--- src/frustum_culling_test_top_assert.svh ---
// Assertion macros for the culling RTL.
// The module that uses them has clk and arst_n in scope.
`ifndef FRUSTUM_CULLING_TEST_TOP_ASSERT_SVH
`define FRUSTUM_CULLING_TEST_TOP_ASSERT_SVH

// Check that cons holds in the same cycle as ante.
`define FCT_ASSERT_IMPL(lbl, ante, cons, msg) \
	lbl: assert property (@(posedge clk) disable iff (!arst_n) (ante) |-> (cons)) \
		else $error(msg);

// Check that cons holds in the cycle after ante.
`define FCT_ASSERT_NEXT(lbl, ante, cons, msg) \
	lbl: assert property (@(posedge clk) disable iff (!arst_n) (ante) |=> (cons)) \
		else $error(msg);

`endif

--- src/fct_pkg.sv ---
`timescale 1ns / 1ps
`default_nettype none

package fct_pkg;
	localparam int NUM_PLANES     = 6;
	localparam int CFG_IDX_W      = 3;
	localparam int CFG_DATA_W     = 64;
	localparam int CMD_W          = 2;
	localparam int FIELD_W        = 16;
	localparam int RADIUS_W       = 15;
	localparam int NORM_W         = 16;
	localparam int ALIGN_SHIFT    = 14;
	localparam int COORD_BITS_DEF = 16;

	localparam logic [CMD_W-1:0] CMD_POINT  = CMD_W'(0);
	localparam logic [CMD_W-1:0] CMD_SPHERE = CMD_W'(1);
	localparam logic [CMD_W-1:0] CMD_BOX    = CMD_W'(2);

	typedef struct packed {
		logic signed [NORM_W-1:0] d;
		logic signed [NORM_W-1:0] nz;
		logic signed [NORM_W-1:0] ny;
		logic signed [NORM_W-1:0] nx;
	} plane_t;

	typedef struct packed {
		logic en_s2;
		logic en_s3;
	} stage_en_t;
endpackage

`default_nettype wire

--- src/fct_cfg_if.sv ---
`timescale 1ns / 1ps
`default_nettype none

interface fct_cfg_if;
	logic                              valid;
	logic                              ready;
	logic [fct_pkg::CFG_IDX_W-1:0]     idx;
	logic [fct_pkg::CFG_DATA_W-1:0]    data;

	modport source (output valid, idx, data, input ready);
	modport sink (input valid, idx, data, output ready);
endinterface

`default_nettype wire

--- src/fct_cfg.sv ---
`timescale 1ns / 1ps
`default_nettype none

module fct_cfg (
	input  wire logic       clk,
	input  wire logic       arst_n,
	fct_cfg_if.sink         cfg,
	output fct_pkg::plane_t planes [fct_pkg::NUM_PLANES]
);
	fct_pkg::plane_t planes_q [fct_pkg::NUM_PLANES];

	assign cfg.ready = 1'b1;

	always_ff @(posedge clk or negedge arst_n) begin
		if (!arst_n) begin
			for (int i = 0; i < fct_pkg::NUM_PLANES; i++) begin
				planes_q[i] <= '0;
			end
		end else if (cfg.valid) begin
			// drop writes beyond the last plane
			for (int i = 0; i < fct_pkg::NUM_PLANES; i++) begin
				if (cfg.idx == fct_pkg::CFG_IDX_W'(i)) begin
					planes_q[i] <= fct_pkg::plane_t'(cfg.data);
				end
			end
		end
	end

	assign planes = planes_q;
endmodule

`default_nettype wire

--- src/flat_wrapper.sv ---
// flat-port wrapper written by rule: the top's interface ports become plain ports
module fct_cfg_flat 
  (clk, arst_n, planes, cfg_valid, cfg_idx, cfg_data, cfg_ready);
  fct_cfg_if cfg_i ();
  input  wire logic clk;
  input  wire logic arst_n;
  output fct_pkg::plane_t planes[fct_pkg::NUM_PLANES];
  input wire logic [$bits(cfg_i.valid)-1:0] cfg_valid;
  input wire logic [$bits(cfg_i.idx)-1:0] cfg_idx;
  input wire logic [$bits(cfg_i.data)-1:0] cfg_data;
  output wire logic [$bits(cfg_i.ready)-1:0] cfg_ready;
  assign cfg_i.valid = cfg_valid;
  assign cfg_i.idx = cfg_idx;
  assign cfg_i.data = cfg_data;
  assign cfg_ready = cfg_i.ready;
  fct_cfg u_core (.clk(clk), .arst_n(arst_n), .cfg(cfg_i), .planes(planes));
endmodule
--- config.mk ---
export PLATFORM = sky130hd
export DESIGN_NAME = fct_cfg_flat
export DESIGN_NICKNAME = d
export VERILOG_FILES = /design/src/frustum_culling_test_top_assert.svh /design/src/fct_pkg.sv /design/src/fct_cfg_if.sv /design/src/fct_cfg.sv /design/src/flat_wrapper.sv
export SDC_FILE = /design/constraint.sdc
export NUM_CORES = 1
export LEC_CHECK = 0
export BUFFER_PORTS_ARGS = -buffer_cell sky130_fd_sc_hd__buf_2
export CAP_MARGIN = 5
export CELL_PAD_IN_SITES_DETAIL_PLACEMENT = 1
export CELL_PAD_IN_SITES_GLOBAL_PLACEMENT = 1
export CORE_ASPECT_RATIO = 0.9
export CORE_MARGIN = 2
export CORE_UTILIZATION = 46
export DETAILED_ROUTE_END_ITERATION = 6
export GPL_TIMING_DRIVEN = 1
export PLACE_DENSITY_LB_ADDON = 0.1
export SLEW_MARGIN = 20
export SYNTH_ARGS = -nofsm -noshare
export SYNTH_HDL_FRONTEND = slang
export SYNTH_SLANG_ARGS = --single-unit
--- constraint.sdc ---
create_clock -name clk -period 2 [get_ports clk]
set_input_delay 0.1 -clock clk [delete_from_list [all_inputs] [get_ports clk]]
set_output_delay 0.1 -clock clk [all_outputs]
set_load 0.1 [all_outputs]
; ---- Yosys cells after proc, flatten, opt, wreduce, memory -nomap -nowiden
; Cells that the tools add are included.
[classes]
add_sub_neg = 0
multipliers = 0
div = 0
order_cmp = 0
eq_ne = 5
n_shift = 0
n_mux = 0
bitwise = 0
n_reduce_logical = 7
[ops]
columns = cell, n
row1 = $reduce_and 2->1, 6
row2 = $eq 3x2->1 const B, 2
row3 = $eq 3x3->1 const B, 2
row4 = $eq 3x1->1 const B, 1
row5 = $logic_not 3->1, 1
[totals]
register_bits = 384
latchBits = 0
mem_bits_rw = 0
rom_bits = 0
output_inout_bits = 385
elab_cells = 36
n_memories = 0

; ---- Logic depth before layout (Yosys ltp)
; Gate-level depths: netlist of the first run.
[depth]
depth_word = 2
depth_mapped = 4
mapped_depth_nobuf = 2

; ---- Worst setup path after synthesis of the first run
; OpenSTA, ideal clock, no wires.
[synth_path]
path_kind = reg-to-reg
from = reg, netlist name u_core.planes[368]
to = reg u_core.planes_q, in the netlist u_core.planes[368]
setup_time_ns = 0.128
t_arrival_ns = 1.152
slack_ns = 0.720
stages_incl_launch_ff = 2
period_less_slack_ns = 1.280
path_cell_list = dfrtp_1 > mux2_1
[synth_lines]
columns = item, line
row1 = "end signal, assigned by index", fct_cfg.sv:23  ; planes_q[i] <= fct_pkg::plane_t'(cfg.data);
row2 = "end, declared", fct_cfg.sv:10  ; fct_pkg::plane_t planes_q [fct_pkg::NUM_PLANES];

; ---- Worst setup path in the final report of the first run
[layout_path]
from = reg u_core.planes_q, in the netlist u_core.planes[104]
to = out planes[104] in the netlist's numbering
[layout_lines]
columns = item, line
row1 = "end, declared", flat_wrapper.sv:7  ; output fct_pkg::plane_t planes[fct_pkg::NUM_PLANES];
; No word-level cell between the ends.

==> impl_metrics.csv, run 1 <==
group,metric,value,unit
clock_tree,cts_max_level,2,
synthesis,ys_ff_latch,384,
sta,slew_headroom,0.637,
clock_tree,insertion_delay,0.53,ns
placement,port_buffers,453,
routing,first_pass_iters,4,
sta,skew,0,ns
finish,num-nets-final,1439,
finish,num-fill-cells,3134,
sta,setup_violations,0,
placement,gp_congestion,0.734,
critical_path,setup.worst_path.class,"reg -> out",
clock_tree,cts_made_buffers,41,
flow_run,cap_violations,0,
synthesis,synth_top_area_share,0.632,
sta,min_period_over_period,0.741,
global_route,grt_antenna_before_repair,0,
finish,largest_reg_flops,384,
floorplanning,die_area,0.0345,mm^2
routing,num_vias,9279,
outcome,status,"finished, final reports clean",
synthesis,synth_commonest_cells,"dfrtp_1, mux2_2, mux2_4",
synthesis,netlist_area,0.0152,mm^2
clock_tree,cts_sinks,384,
floorplanning,core_area,0.0328,mm^2
synthesis,synth_nets,888,
critical_path,r2r-start,"u_core.planes[100]",
synthesis,synthFlopType,"dfrtp_1",
clock_tree,postCtsHoldBufs,65,
clock_tree,path_clk_slew,0.06,ns
placement,dp_slack,0.436,ns
global_route,grt_pass1_wl,63500,um
critical_path,crit_family,"buffers and inverters",
critical_path,cp-startpoint,"u_core.planes[104]",
sta,max_freq,674,MHz
min_path,hold_class,"in -> async",
critical_path,crit_chain,"buf_2",
sta,slew_violations,0,
finish,final_area,0.0199,mm^2
clock_tree,cts-root-buf,"clkbuf_16",
critical_path,end_kind,"output pin",
synthesis,yosys-top-cells-area,"dfrtp_1, mux2_4, mux2_2",
finish,area_growth,30.7,%
critical_path,arrival,1.38,ns
synthesis,ys_seq_area_frac,0.632,
clock_tree,cts_tree,"done",
critical_path,crit_path_start_kind,"register",
floorplanning,start_util,0.464,
critical_path,cp.buffers_inverters,1,
synthesis,ys_types,12,
routing,postRouteAntennaNets,0,
synthesis,syn_inst,818,
finish,regArea,0.00961,mm^2
routing,drc_errors,0,
finish,fin_util,0.606,
synthesis,synth_area_leader_cell,"dfrtp_1",
critical_path,crit_path_max_fanout,2,
placement,hpwl,28200,um
sta,layout_setup_ws,0.517,ns
floorplanning,rows,63,
global_route,grt_pass1_vias,10200,
sta,tns,0,ns
floorplanning,die_h,177,um
global_route,grt_util_all_layers,0.243,
placement,dpl_cell_area,0.0179,mm^2
routing,route.detailed.wl_per_inst,23.1,um
floorplanning,ios,455,
routing,drtIter0Drc,257,
synthesis,synth.most_common_cell,"dfrtp_1",
finish,drive_above_1_share,0.664,
critical_path,crit_path_max_incr_delay,0.45,ns
global_route,grt_overflow,0,
routing,wl,42100,um
finish,diodes,0,
finish,multi_input_comb_area,0.00509,mm^2
clock_tree,cts_max_path_buffers,3,
critical_path,cpMaxStageDelayCell,"buf_2",
sta,fin_crit,1.48,ns
synthesis,synth_edf_count,0,
sta,rsz0062_at_grt,"no",
routing,vias_per_cell,5.10,
synthesis,yosys_warnings,0,
clock_tree,cts_resized,0,
synthesis,synthArstFlopShare,1.00,
sta,tightest_slew,0.549,ns
clock_tree,post_cts_buffers,0,
critical_path,cp.required,1.90,ns
floorplanning,die_w,196,um
sta,hold_viol,0,
global_route,grt_max_degree,86,
synthesis,synth.avg_cell_area,18.6,um^2
==> metrics by stage <==
stage	hold slack, ns	std cells
2_1_floorplan	-0.196	818
3_3_place_gp	0.0666	1683
3_5_place_dp	0.0680	1683
4_1_cts	0.0958	1821
5_1_grt	0.121	1821
6_report	0.0877	1821
==> final cells by class <==
type,instances,share of cell area
clock buffer,63,0.0614
clock inverter,10,0.00409
multi-input combinational,391,0.256
sequential,384,0.483
tap,422,0.0266
timing repair buffer,551,0.169
==> cell usage in the layout (no fill, tap or decap) <==
cell           count
clkinvlp_4         1
mux2_1             5
buf_2            452
buf_8              1
clkbuf_8           7
conb_1             1
nand4b_1           2
nor4b_4            1
inv_6              1
mux2_4           180
buf_4             19
clkbuf_16         43
dfrtp_1          384
and4bb_4           3
buf_12            14
dlygate4sd3_1     65
bufinv_16          1
clkinv_2           7
clkbuf_1          13
mux2_2           199
==> final timing paths <==
kind | endpoint | slack [ns] | cells after the start
max in group asynchronous | u_core.planes[302] | 1.03 | 4
setup reg to reg | u_core.planes[100] | 1.18 | 1
min in group clk | u_core.planes[252] | 0.23 | 3
hold / removal | u_core.planes[170] | 0.09 | 2
setup / recovery | planes[104] | 0.52 | 1
hold reg to reg | u_core.planes[370] | 0.48 | 1
==> logic make-up (layout without fill, tap and decap cells) <==
logic type,after synthesis,in the layout,share of synthesized area
muxes,384,384,0.329
DFF,384,384,0.632
buffers and inverters,43,624,0.0347
and+or+nand+nor,6,6,0.00461
other,1,1,0.000247
==> metal layers <==
metal | vias up | GRT usage | wire length (um)
met5 | - | 0 | 0
li1 | 3989 | - | -
met2 | 330 | 0.408 | 20500
met3 | 87 | 0.0711 | 2980
met4 | 0 | 0.0975 | 1670
met1 | 4873 | 0.296 | 17000
Power of run 1 is left out: the tool's default activity adds up to more than one toggle a clock period on the data nets, which glitch-free logic cannot reach.
==> inputs of run 2 (changes only) <==
--- a/config.mk
+++ b/config.mk
@@ -11,7 +11,7 @@
 export CELL_PAD_IN_SITES_GLOBAL_PLACEMENT = 1
 export CORE_ASPECT_RATIO = 0.9
 export CORE_MARGIN = 2
-export CORE_UTILIZATION = 46
+export CORE_UTILIZATION = 43
 export DETAILED_ROUTE_END_ITERATION = 6
 export GPL_TIMING_DRIVEN = 1
 export PLACE_DENSITY_LB_ADDON = 0.1
==> constraint.sdc (replaced) <==
create_clock -name clk -period 1.4 [get_ports clk]
set_input_delay 0.07 -clock clk [delete_from_list [all_inputs] [get_ports clk]]
set_output_delay 0.07 -clock clk [all_outputs]
set_load 0.1 [all_outputs]
==> run 2 against run 1 <==
Compared with the run above: via count decreased by 0.34%; largest cell class unchanged; critical endpoint is now planes[283]; setup slack got worse by 0.49 ns; clock-buffer cell count decreased by 1; hold slack got worse by 0.047 ns; clock skew unchanged; final area increased by 5.4%; cell count increased by 2.6%; sequential cell count unchanged.
==> impl_metrics.csv, run 2 (synthesized netlist as in run 1, its figures left out) <==
group,metric,value,unit
placement,port_buffers,453,
placement,dp_slack,0.0144,ns
routing,num_vias,9247,
floorplanning,start_util,0.435,
pwr,combPwrFrac,0.512,
pwr,p_int,25.6,mW
outcome,status,"finished, final reports clean",
global_route,grt_pass1_vias,10400,
pwr,p_per_area,2520,mW/mm^2
finish,largest_reg_flops,384,
clock_tree,cts_max_path_buffers,3,
placement,hpwl,29900,um
flow_run,cap_violations,0,
routing,drtIter0Drc,329,
pwr,netSwitchingPower,27.2,mW
sta,fin_crit,1.37,ns
placement,gp_congestion,0.743,
routing,first_pass_iters,4,
pwr,peakVddDrop,0.00131,V
finish,final_area,0.0210,mm^2
pwr,p_leak,10.0,nW
sta,layout_setup_ws,0.0295,ns
sta,slew_headroom,0.657,
finish,mostFrequentLayoutCells,"dfrtp_1, buf_4, mux2_2",
floorplanning,die_area,0.0369,mm^2
sta,skew,0,ns
routing,postRouteAntennaNets,0,
sta,whs,0.0412,ns
critical_path,crit_path_start_kind,"register",
finish,diodes,0,
sta,hold_viol,0,
critical_path,crit_chain,"buf_2",
placement,dpl_cell_area,0.0181,mm^2
pwr,switching_share,0.515,
pwr,p_clk_frac,0.203,
critical_path,cp.required,1.33,ns
finish,drive_above_1_share,0.664,
global_route,grt_antenna_before_repair,0,
floorplanning,rows,65,
clock_tree,cts_made_buffers,42,
floorplanning,die_h,182,um
floorplanning,die_w,202,um
clock_tree,cts-root-buf,"clkbuf_16",
global_route,grt_max_degree,54,
finish,final_common_cell,"dfrtp_1",
finish,num-nets-final,1441,
floorplanning,core_area,0.0350,mm^2
routing,drc_errors,0,
floorplanning,ios,455,
sta,slew_violations,0,
global_route,grt_overflow,0,
sta,max_freq,730,MHz
critical_path,crit_path_max_incr_delay,0.44,ns
sta,min_period_over_period,0.979,
clock_tree,cts_tree,"done",
clock_tree,cts_sinks,384,
critical_path,crit_family,"buffers and inverters",
critical_path,cpMaxStageDelayCell,"buf_2",
clock_tree,cts_max_level,2,
clock_tree,insertion_delay,0.51,ns
routing,wl,43900,um
critical_path,setup.worst_path.class,"reg -> out",
routing,vias_per_cell,4.95,
clock_tree,path_clk_slew,0.06,ns
critical_path,cp.buffers_inverters,1,
min_path,hold_class,"in -> async",
routing,route.detailed.wl_per_inst,23.5,um
critical_path,end_kind,"output pin",
critical_path,crit_path_max_fanout,2,
pwr,pwr-share-seq,0.285,
global_route,grt_pass1_wl,67100,um
sta,tightest_slew,0.518,ns
critical_path,arrival,1.30,ns
finish,area_growth,37.8,%
global_route,grt_util_all_layers,0.238,
sta,setup_violations,0,
[run 2: cell count changes in the layout (fill, tap and decap cells not counted)]
cell,previous run,this run
clkbuf_4,0,67
clkbuf_8,7,6
bufinv_16,1,2
clkinv_2,7,6
buf_12,14,22
clkinv_4,0,1
buf_4,19,302
buf_2,452,95
[run 2: final timing paths]
path	end	from	cells after the start	slack, ns
max	planes[283]	u_core.planes[283]	1	0.03
min	u_core.planes[252]	arst_n	2	0.04
max reg2reg	u_core.planes[295]	u_core.planes[295]	1	0.59
min reg2reg	u_core.planes[371]	u_core.planes[371]	1	0.49
max in group asynchronous	u_core.planes[355]	arst_n	3	0.63
min in group clk	u_core.planes[321]	cfg_idx[2]	4	0.18
[run 2: timing repair]
action                                  4_1_cts  5_1_grt
hold buffers                                 65        0
endpoints found under the setup margin      290       67
gates resized for setup                     290       67
endpoints found under the hold margin       768        0
setup buffers                                 0        0
[run 2: metrics by stage]
| stage | power [mW] | std cells | utilization | setup TNS (ns) |
|---|---|---|---|---|
| 4_1_cts | 52.9 | 1869 | 0.595 | 0 |
| 5_1_grt | 54.3 | 1869 | 0.599 | -0.000863 |
| 3_5_place_dp | 40.6 | 1731 | 0.517 | 0 |
| 3_3_place_gp | 40.4 | 1731 | 0.517 | 0 |
| 2_1_floorplan | 36.1 | 818 | - | 0 |
| 6_report | 52.8 | 1869 | 0.599 | 0 |
[run 2: power by group through the flow]
stage               clock [mW]  combinational, mW  sequential, mW
finish                    10.7               27.0            15.0
global route              11.5               27.5            15.3
CTS                       11.0               26.9            15.0
detailed placement           0               25.6            15.0
global placement             0               25.4            14.9
floorplan                    0               3.09            33.0
[run 2: cell type report]
type / count / area [um^2]
repair buffers: 552 / 4350
clock buffers: 62 / 1210
flip-flops and latches: 384 / 9610
multi-input cells: 391 / 5090
fillers: 3276 / 14000
well taps: 469 / 587
clock inverters: 11 / 115
[run 2: metal layers]
| metal | vias up | track usage | routed length, um |
|---|---|---|---|
| li1 | 3991 | - | - |
| met1 | 4890 | 0.296 | 17700 |
| met2 | 285 | 0.407 | 22200 |
| met3 | 81 | 0.0584 | 2630 |
| met4 | 0 | 0.0829 | 1460 |
| met5 | - | 0 | 0 |
No activity file was read; power rests on OpenSTA's default activity.
